`src/gmi_pkg.sv`:
```
// shared constants, types and codes of the group mean imputation block
package gmi_pkg;

	localparam int NUM_LOCATIONS = 64;
	localparam int NUM_APS = 16;
	localparam int MAX_SAMPLES = 1024;

	localparam int LOC_W = 6;
	localparam int AP_W = 4;
	localparam int SAMPLE_W = 8;
	localparam int APS_CFG_W = 5;
	localparam int SUM_W = 18;
	localparam int CNT_W = 11;

	localparam int TABLE_SIZE = NUM_LOCATIONS * NUM_APS;
	localparam int IDX_W = (TABLE_SIZE > 1) ? $clog2(TABLE_SIZE) : 1;
	localparam int COUNT_CAP = (MAX_SAMPLES < 2047) ? MAX_SAMPLES : 2047;
	localparam int STEP_W = $clog2(SUM_W + 1);

	localparam int QDEPTH = 2;
	localparam int QPTR_W = $clog2(QDEPTH);
	localparam int QCNT_W = $clog2(QDEPTH + 1);

	localparam logic [APS_CFG_W-1:0] ACTIVE_APS_RESET = APS_CFG_W'(16);

	localparam logic CMD_ACCUMULATE = 1'b0;
	localparam logic CMD_FILL = 1'b1;

	typedef struct packed {
		logic signed [SUM_W-1:0] sum;
		logic [CNT_W-1:0] cnt;
	} entry_t;

	localparam int ENTRY_W = $bits(entry_t);

	typedef struct packed {
		logic is_fill;
		logic hit;
		logic [IDX_W-1:0] idx;
		logic signed [SAMPLE_W-1:0] sample;
	} item_t;

	typedef struct packed {
		logic valid;
		item_t item;
	} queue_head_t;

	typedef struct packed {
		logic clearing;
		logic pop;
	} back_status_t;

	typedef enum logic [4:0] {
		S_CLEAR = 5'b00001,
		S_IDLE  = 5'b00010,
		S_LOOK  = 5'b00100,
		S_DIV   = 5'b01000,
		S_OUT   = 5'b10000
	} back_state_t;

endpackage

```
`src/gmi_front.sv`:
```
// input side: accepts words, classifies the group and queues them for the back end
module gmi_front (
	input  logic                                  clk,
	input  logic                                  arst_n,
	input  logic                                  in_valid,
	output logic                                  in_stall,
	input  logic                                  command,
	input  logic [gmi_pkg::LOC_W-1:0]             location,
	input  logic [gmi_pkg::AP_W-1:0]              ap_index,
	input  logic signed [gmi_pkg::SAMPLE_W-1:0]   sample_value,
	input  logic [gmi_pkg::APS_CFG_W-1:0]         active_aps_q,
	input  gmi_pkg::back_status_t                 back_st,
	output gmi_pkg::queue_head_t                  head
);

	gmi_pkg::item_t fifo_q [gmi_pkg::QDEPTH];
	logic [gmi_pkg::QPTR_W-1:0] wr_ptr_q;
	logic [gmi_pkg::QPTR_W-1:0] rd_ptr_q;
	logic [gmi_pkg::QCNT_W-1:0] count_q;
	gmi_pkg::item_t new_item;
	logic hit;
	logic push;

	function automatic logic [gmi_pkg::APS_CFG_W-1:0] APS_CFG_W_ext(
		input logic [gmi_pkg::AP_W-1:0] ap);
		return gmi_pkg::APS_CFG_W'(ap);
	endfunction

	assign hit = (APS_CFG_W_ext(ap_index) < active_aps_q)
		&& (32'(ap_index) < gmi_pkg::NUM_APS)
		&& (32'(location) < gmi_pkg::NUM_LOCATIONS);

	always_comb begin
		new_item.is_fill = (command == gmi_pkg::CMD_FILL);
		new_item.hit = hit;
		new_item.idx = hit
			? gmi_pkg::IDX_W'(32'(location) * gmi_pkg::NUM_APS + 32'(ap_index))
			: '0;
		new_item.sample = sample_value;
	end

	assign in_stall = back_st.clearing || (count_q == gmi_pkg::QCNT_W'(gmi_pkg::QDEPTH));
	assign push = in_valid && !in_stall;

	assign head.valid = (count_q != '0);
	assign head.item = fifo_q[rd_ptr_q];

	always_ff @(posedge clk) begin
		if (push) begin
			fifo_q[wr_ptr_q] <= new_item;
		end
	end

	always_ff @(posedge clk or negedge arst_n) begin
		if (!arst_n) begin
			wr_ptr_q <= '0;
			rd_ptr_q <= '0;
			count_q <= '0;
		end else begin
			if (push) begin
				wr_ptr_q <= (wr_ptr_q == gmi_pkg::QPTR_W'(gmi_pkg::QDEPTH - 1))
					? '0 : wr_ptr_q + 1'b1;
			end
			if (back_st.pop) begin
				rd_ptr_q <= (rd_ptr_q == gmi_pkg::QPTR_W'(gmi_pkg::QDEPTH - 1))
					? '0 : rd_ptr_q + 1'b1;
			end
			case ({push, back_st.pop})
				2'b10: count_q <= count_q + 1'b1;
				2'b01: count_q <= count_q - 1'b1;
				default: count_q <= count_q;
			endcase
		end
	end

	a_count_bound: assert property (@(posedge clk) disable iff (!arst_n)
		count_q <= gmi_pkg::QCNT_W'(gmi_pkg::QDEPTH))
		else $error("queue fill beyond its depth");

	a_pop_nonempty: assert property (@(posedge clk) disable iff (!arst_n)
		back_st.pop |-> count_q != '0)
		else $error("pop from an empty queue");

endmodule

```
`config.mk`:
```
export PLATFORM = sky130hd
export DESIGN_NAME = gmi_front
export DESIGN_NICKNAME = d
export VERILOG_FILES = /design/src/gmi_pkg.sv /design/src/gmi_front.sv
export SDC_FILE = /design/constraint.sdc
export NUM_CORES = 1
export LEC_CHECK = 0
export ABC_AREA = 1
export BUFFER_PORTS_ARGS = -buffer_cell sky130_fd_sc_hd__buf_4
export CORE_MARGIN = 8
export CORE_UTILIZATION = 47
export CTS_CLUSTER_DIAMETER = 30
export DETAILED_ROUTE_END_ITERATION = 10
export GPL_TIMING_DRIVEN = 0
export HOLD_SLACK_MARGIN = 0.03
export PLACE_DENSITY = 0.75
export RECOVER_POWER = 100
export SLEW_MARGIN = 10
export SYNTH_ARGS = -nofsm -noshare
export SYNTH_HDL_FRONTEND = slang
export SYNTH_SLANG_ARGS = --single-unit
```
`constraint.sdc`:
```
create_clock -name clk -period 1.8 [get_ports clk]
set_clock_uncertainty 0.1 [all_clocks]
set_input_delay 0.27 -clock clk [delete_from_list [all_inputs] [get_ports clk]]
set_output_delay 0.27 -clock clk [all_outputs]
set_load 0.01 [all_outputs]
```
==> results.yml, run 1 <==
floorplan:
  die_h_um: 80.07
  floorplan.io_pins: 51
  die_width_um: 80.07
  full_die_area_um2: 6411
  std_cell_rows: 23
  initial_core_utilization_pct: 48.58
  core_region_area_um2: 3971
logic_synthesis:
  synth-warning-count: 0
  synth.most_common_cell: "sky130_fd_sc_hd__edfxtp_1"
  synth_enable_flop_cells: 40
  synthesis.instances: 127
  synth_top_family_by_area: "multiplexers"
  synth_fa_ha_area_share_pct: 2.594
  synth_top_area_cell: "sky130_fd_sc_hd__edfxtp_1"
  synth_commonest_cells: "sky130_fd_sc_hd__edfxtp_1 (40), sky130_fd_sc_hd__inv_1 (24), sky130_fd_sc_hd__mux2_4 (19)"
  syn-num-nets: 160
  post_synth_arst_share_pct: 9.091
  synthTopCellsByArea: "sky130_fd_sc_hd__edfxtp_1 (62%), sky130_fd_sc_hd__mux2_4 (15%), sky130_fd_sc_hd__dfrtp_1 (5.2%), sky130_fd_sc_hd__inv_1 (4.7%), sky130_fd_sc_hd__ha_1 (2.6%)"
  synth_compound_area_share_pct: 0
  synth.cell_area_um2: 1929
  synth_xor_xnor_area_share_pct: 1.816
  yosys.area.top_type_share_pct: 62.26
  synth.mux.area_fraction_pct: 15.37
  syn_area_cell_um2: 15.19
  yosys_register_bits: 44
  synth_simple_gate_area_share_pct: 6.355
  yosysUniqueCellTypes: 14
  dominantRegCellSynth: "sky130_fd_sc_hd__edfxtp_1"
  synth_sequential_area_ratio_pct: 67.44
sta:
  setup_viol: 0
  clock.fmax_ghz: 0.5727
  min_period_over_period_pct: 97.01
  hold_viol_final: 0
  finalCriticalPeriod_ns: 1.746
  tightest_slew_ns: 0.4356
  slew_viol_final: 0
  max_slew_margin_pct: 70.96
  grt_setup_unrepaired: "no"
route:
  antenna_left: 0
  post_drt_via_cell_ratio: 4.761
  detail_route.iter0.violations: 55
  wire_per_inst_um: 15.28
  detail_route.first_pass.iterations: 4
  num_vias: 1133
  route.detailed.drc: 0
  wirelength_um: 3636
global_route:
  overflow_after_grt: 0
  grt_start_max_net_pins: 18
  global_route_wire_length_before_repair_um: 5727
  groute.usage.overall_pct: 12.06
  first_global_vias: 1223
  antenna_found_initial: 0
critical_path:
  timing.rr.start: "count_q[0]"
  critPathBufInv: 2
  critPathCaptureType: "output port"
  critical_path_cell_count: 3
  critical_path.startpoint_type: "flip-flop"
  critical_path.cell_chain: "buf_6 > mux2_4 > buf_4"
  largest_delay_share_family_worst_path: "flip-flops"
  timing.critical_path.fanout_max: 10
  timing_worst_setup_path_type: "flip-flop to output port"
  critical_path.slowest_cell: "sky130_fd_sc_hd__dfrtp_1"
  arrival_ns: 1.38
  reg2reg_end: "fifo_q[0][6]"
  worst_path_largest_cell_delay_ns: 0.42
  required_time_of_the_critical_path_ns: 1.43
  r2r_slack_ns: 0.11
  ff2ff_path_depth: 5
pwr:
  leakage_nw: 1.110
  power_per_cell_area_nw_per_um2: 1357
  power.share.sequential_pct: 40.6
  internal_power_mw: 2.461
  swShare_pct: 27.13
  power.ir.vdd_worst_mv: 0.5882
  power.switching_mw: 0.9164
  clock_power_share_pct: 25.2
  totalPowerFinal_mw: 3.378
  combPwrFrac_pct: 34.2
min_path:
  worst_hold_startpoint: "back_st[0]"
  min_to: "rd_ptr_q"
  hold-path-cell-count: 2
  timing.hold.worst.class: "primary input to flip-flop"
cells_and_area:
  instances_no_fill: 238
  area_growth_syn_to_layout_pct: 28.99
  finish.instance_area_um2: 2489
  regArea_um2: 1301
  final_nets: 221
  area_of_the_multi_input_gates_um2: 509.2
  antenna_cells_inserted: 0
  final_core_utilization_pct: 62.67
  nFillCells: 316
  final_layout_size_suffix_gt1_share_pct: 42.55
clocking:
  cts_buffers: 5
  cts_tree: "built"
  cts-root-buf: "sky130_fd_sc_hd__clkbuf_8"
  htreeDepth: 2
  clockBufferDepth: 2
  clock_insertion_delay_worst_skew_ns: 0.29
  clk_transition_reported_paths_ns: 0.07
  clock_sinks: 44
status:
  run_status: "finished clean"
job:
  max_cap_viol_count: 0
placed_design:
  post_placement_cell_count: 229
  place_area_um2: 2402
  dp_hpwl_um: 2795
  gp_congestion: 0.6714
  buffer_ports.inserted: 50
[power by group through the flow]
stage | combinational (mW) | sequential (mW) | clock (mW)
after floorplan | 0.748 | 1.37 | 0
after global placement | 1.15 | 1.38 | 0
after detailed placement | 1.21 | 1.39 | 0
after CTS | 1.22 | 1.37 | 0.861
after global routing | 1.25 | 1.39 | 0.900
final | 1.15 | 1.37 | 0.852
[final cells by class]
type | count | area share (%)
flip-flops and latches | 44 | 52.29
inverters | 24 | 3.620
repair buffers | 54 | 14.88
plain buffers | 3 | 1.056
multi-input cells | 56 | 20.46
clock inverters | 2 | 2.413
well taps | 50 | 2.514
clock buffers | 5 | 2.765
[through the flow]
step           setup TNS [ns]  setup WS, ns  hold slack, ns
2_1_floorplan          -6.934       -0.1733         -0.1256
3_3_place_gp           -22.52       -0.5673        -0.03286
3_5_place_dp                0       0.02929        -0.02859
4_1_cts                     0       0.01443         0.05405
5_1_grt                     0      0.003076         0.06325
6_report                    0       0.05373         0.06965
[flip-flops by register name, summed over array words and instances, names as in the netlist]
signal / count
count_q: 2
rd_ptr_q: 1
wr_ptr_q: 1
fifo_q: 40
[worst reg2reg max path: stages, from the launching register on]
cell,delay [ns]
sky130_fd_sc_hd__dfrtp_1,0.41
sky130_fd_sc_hd__inv_1,0.10
sky130_fd_sc_hd__nand2_1,0.10
sky130_fd_sc_hd__nand3_2,0.15
sky130_fd_sc_hd__nor2_4,0.27
sky130_fd_sc_hd__buf_4,0.27
[cells in the final DEF (no fill, tap or decap)]
cell type                       netlist  layout
sky130_fd_sc_hd__nor2_1              12      10
sky130_fd_sc_hd__inv_1               24      24
sky130_fd_sc_hd__ha_1                 4       4
sky130_fd_sc_hd__mux2_4              19      19
sky130_fd_sc_hd__xnor2_1              1       1
sky130_fd_sc_hd__edfxtp_1            40      40
sky130_fd_sc_hd__nor2_2               1       2
sky130_fd_sc_hd__nand3_1              2       3
sky130_fd_sc_hd__clkbuf_8             0       5
sky130_fd_sc_hd__nand2_1             11      11
sky130_fd_sc_hd__bufinv_16            0       2
sky130_fd_sc_hd__nand3_2              2       1
sky130_fd_sc_hd__clkbuf_1             0       7
sky130_fd_sc_hd__xor2_1               3       3
sky130_fd_sc_hd__dlygate4sd3_1        0       1
sky130_fd_sc_hd__nor2_4               0       1
sky130_fd_sc_hd__mux2_2               1       1
sky130_fd_sc_hd__buf_4                0      27
sky130_fd_sc_hd__clkbuf_4             0      14
sky130_fd_sc_hd__buf_6                3       2
sky130_fd_sc_hd__clkbuf_2             0       6
sky130_fd_sc_hd__dfrtp_1              4       4
[logic make-up (layout without fill, tap and decap cells)]
logic type / after synthesis / in the layout
XOR/XNOR: 4 / 4
adder cells (fa/ha/maj): 4 / 4
buffers and inverters: 27 / 88
flip-flops: 44 / 44
multiplexers: 20 / 20
AND/OR/NAND/NOR: 28 / 28
[metal layers]
layer / track usage (%) / wire length [um]
met3: 4.018 / 215
met5: 0 / 0
met1: 12.27 / 1419
met2: 21.02 / 1926
met4: 7.091 / 75
[worst max path at each step]
| stage | slack, ns | to | from |
|---|---|---|---|
| final | 0.05 | head[11] | rd_ptr_q |
| after global routing | 0.003 | head[11] | rd_ptr_q |
| after CTS | 0.01 | fifo_q[0][11] | count_q[0] |
| after detailed placement | 0.03 | fifo_q[0][13] | count_q[0] |
| after global placement | -0.57 | fifo_q[1][16] | count_q[0] |
| after floorplan | -0.17 | fifo_q[1][0] | count_q[0] |
[timing repair]
action | 4_1_cts | 5_1_grt
resized for setup | 0 | 1
buffers inserted | 0 | 1
setup endpoints to repair | 0 | 14
hold buffers | 1 | 0
hold endpoints to repair | 4 | 0
(Power assumes the default switching activity.)
==> run 2, diff against run 1 <==
- HOLD_SLACK_MARGIN: 0.03 -> 0.08
==> results.yml, run 2 (synthesis gave the netlist of run 1 again) <==
status:
  run_status: "finished clean"
sta:
  slew_viol_final: 0
  min_period_over_period_pct: 98.46
  clock.fmax_ghz: 0.5643
  final.hold.worst_slack_ns: 0.2247
  tightest_slew_ns: 0.4478
  max_slew_margin_pct: 70.15
  finalCriticalPeriod_ns: 1.772
  setup_viol: 0
  hold_viol_final: 0
pwr:
  power_per_cell_area_nw_per_um2: 1322
  power.ir.vdd_worst_mv: 0.5643
  leakage_nw: 1.153
  totalPowerFinal_mw: 3.436
clocking:
  cts-root-buf: "sky130_fd_sc_hd__clkbuf_8"
  cts_buffers: 5
  clockBufferDepth: 2
  htreeDepth: 2
  cts_tree: "built"
  clk_transition_reported_paths_ns: 0.08
  clock_insertion_delay_worst_skew_ns: 0.29
  clock_sinks: 44
placed_design:
  post_placement_cell_count: 229
  buffer_ports.inserted: 50
  dp_hpwl_um: 2795
  gp_congestion: 0.6714
route:
  detail_route.iter0.violations: 52
  dr.max_layer_used: "met4"
  route.detailed.drc: 0
  wire_per_inst_um: 15.23
  antenna_left: 0
  wirelength_um: 3778
  m1WireLength_um: 1371
  detail_route.first_pass.iterations: 4
  post_drt_via_cell_ratio: 4.766
  routed-wl-met2_um: 2032
  met3_wirelength_um: 272
  num_vias: 1182
floorplan:
  initial_core_utilization_pct: 48.58
  die_width_um: 80.07
  core_region_area_um2: 3971
  full_die_area_um2: 6411
  std_cell_rows: 23
  floorplan.io_pins: 51
  die_h_um: 80.07
critical_path:
  worst_path_largest_cell_delay_ns: 0.44
  critical_path.cell_chain: "buf_6 > mux2_4 > buf_4"
  arrival_ns: 1.40
  required_time_of_the_critical_path_ns: 1.43
  timing_worst_setup_path_type: "flip-flop to output port"
  critical_path.slowest_cell: "sky130_fd_sc_hd__dfrtp_1"
  timing.critical_path.fanout_max: 10
  critPathCaptureType: "output port"
  critical_path.startpoint_type: "flip-flop"
cells_and_area:
  final_layout_size_suffix_gt1_share_pct: 39.90
  antenna_cells_inserted: 0
  area_growth_syn_to_layout_pct: 34.76
  most_flops_register: "fifo_q"
  regArea_um2: 1301
  final_nets: 231
  largest_registers: "fifo_q (40), count_q (2)"
  nFillCells: 305
  largest_register_ff_count: 40
  area_of_the_multi_input_gates_um2: 509.2
  instances_no_fill: 248
  most_frequent_cells_in_the_layout: "sky130_fd_sc_hd__edfxtp_1 (40), sky130_fd_sc_hd__buf_4 (39), sky130_fd_sc_hd__inv_1 (24), sky130_fd_sc_hd__mux2_4 (19)"
  mostFrequentLayoutCell: "sky130_fd_sc_hd__edfxtp_1"
global_route:
  antenna_found_initial: 0
  first_global_vias: 1272
  grt_start_max_net_pins: 18
  global_route_wire_length_before_repair_um: 5920
  groute.usage.overall_pct: 12.41
  overflow_after_grt: 0
min_path:
  timing.hold.worst.class: "primary input to flip-flop"
job:
  max_cap_viol_count: 0
==> run 2: cell count changes in the layout (fill, tap and decap cells not counted), sizes merged <==
cell         change
buf             +12
clkbuf          -12
dlygate4sd3     +10
==> run 2: layout make-up <==
class | instances | area share, %
buffer | 3 | 1.011
clock buffer | 5 | 2.647
inverter | 24 | 3.465
clock inverter | 2 | 2.310
multi-input combinational | 56 | 19.59
sequential | 44 | 50.05
timing repair buffer | 64 | 18.53
tap | 50 | 2.406
==> run 2: critical path, delay by kind of cell (launching register included) <==
kind                   cells  cell delay, ns
buffers and inverters      2            0.36
flip-flops                 1            0.44
multiplexers               1            0.32
==> run 2: worst paths after layout <==
path / start / end / slack, ns / cells after the start
min in group asynchronous: arst_n / count_q[0] / 0.25 / 2
worst min register to register: count_q[0] / count_q[0] / 0.43 / 1
worst min-delay path: ap_index[2] / fifo_q[1][10] / 0.22 / 3
worst max register to register: count_q[0] / fifo_q[0][6] / 0.11 / 5
worst max-delay path: rd_ptr_q / head[10] / 0.03 / 3
max in group asynchronous: arst_n / wr_ptr_q / 1.13 / 2
==> run 2: per-layer routing <==
metal / vias up / global-route usage (%)
li1: 567 / -
met1: 565 / 12.62
met2: 43 / 21.18
met3: 7 / 4.464
met4: 0 / 7.818
met5: - / 0
==> run 2: where the power goes <==
part	switching, mW	internal [mW]	total, mW
Sequential	0.0782	1.30	1.38
Combinational	0.544	0.661	1.20
Clock	0.308	0.546	0.854
Total	0.930	2.51	3.44
==> run 2: repair_timing <==
item                       CTS  global route
resized for setup            0             1
hold buffers                11             0
setup buffers                0             1
setup endpoints to repair    0            14
hold endpoints to repair    23             0
==> run 2: per-stage QoR <==
stage / utilization (%) / area (um^2) / TNS (ns) / worst slack, ns
after global placement: 59.61 / 2367 / -22.52 / -0.5673
after global routing: 65.47 / 2600 / -0.1866 / -0.01732
after floorplan: - / 1929 / -6.934 / -0.1733
final: 65.47 / 2600 / 0 / 0.02777
after CTS: 66.51 / 2641 / 0 / 0.01443
after detailed placement: 60.49 / 2402 / 0 / 0.02929
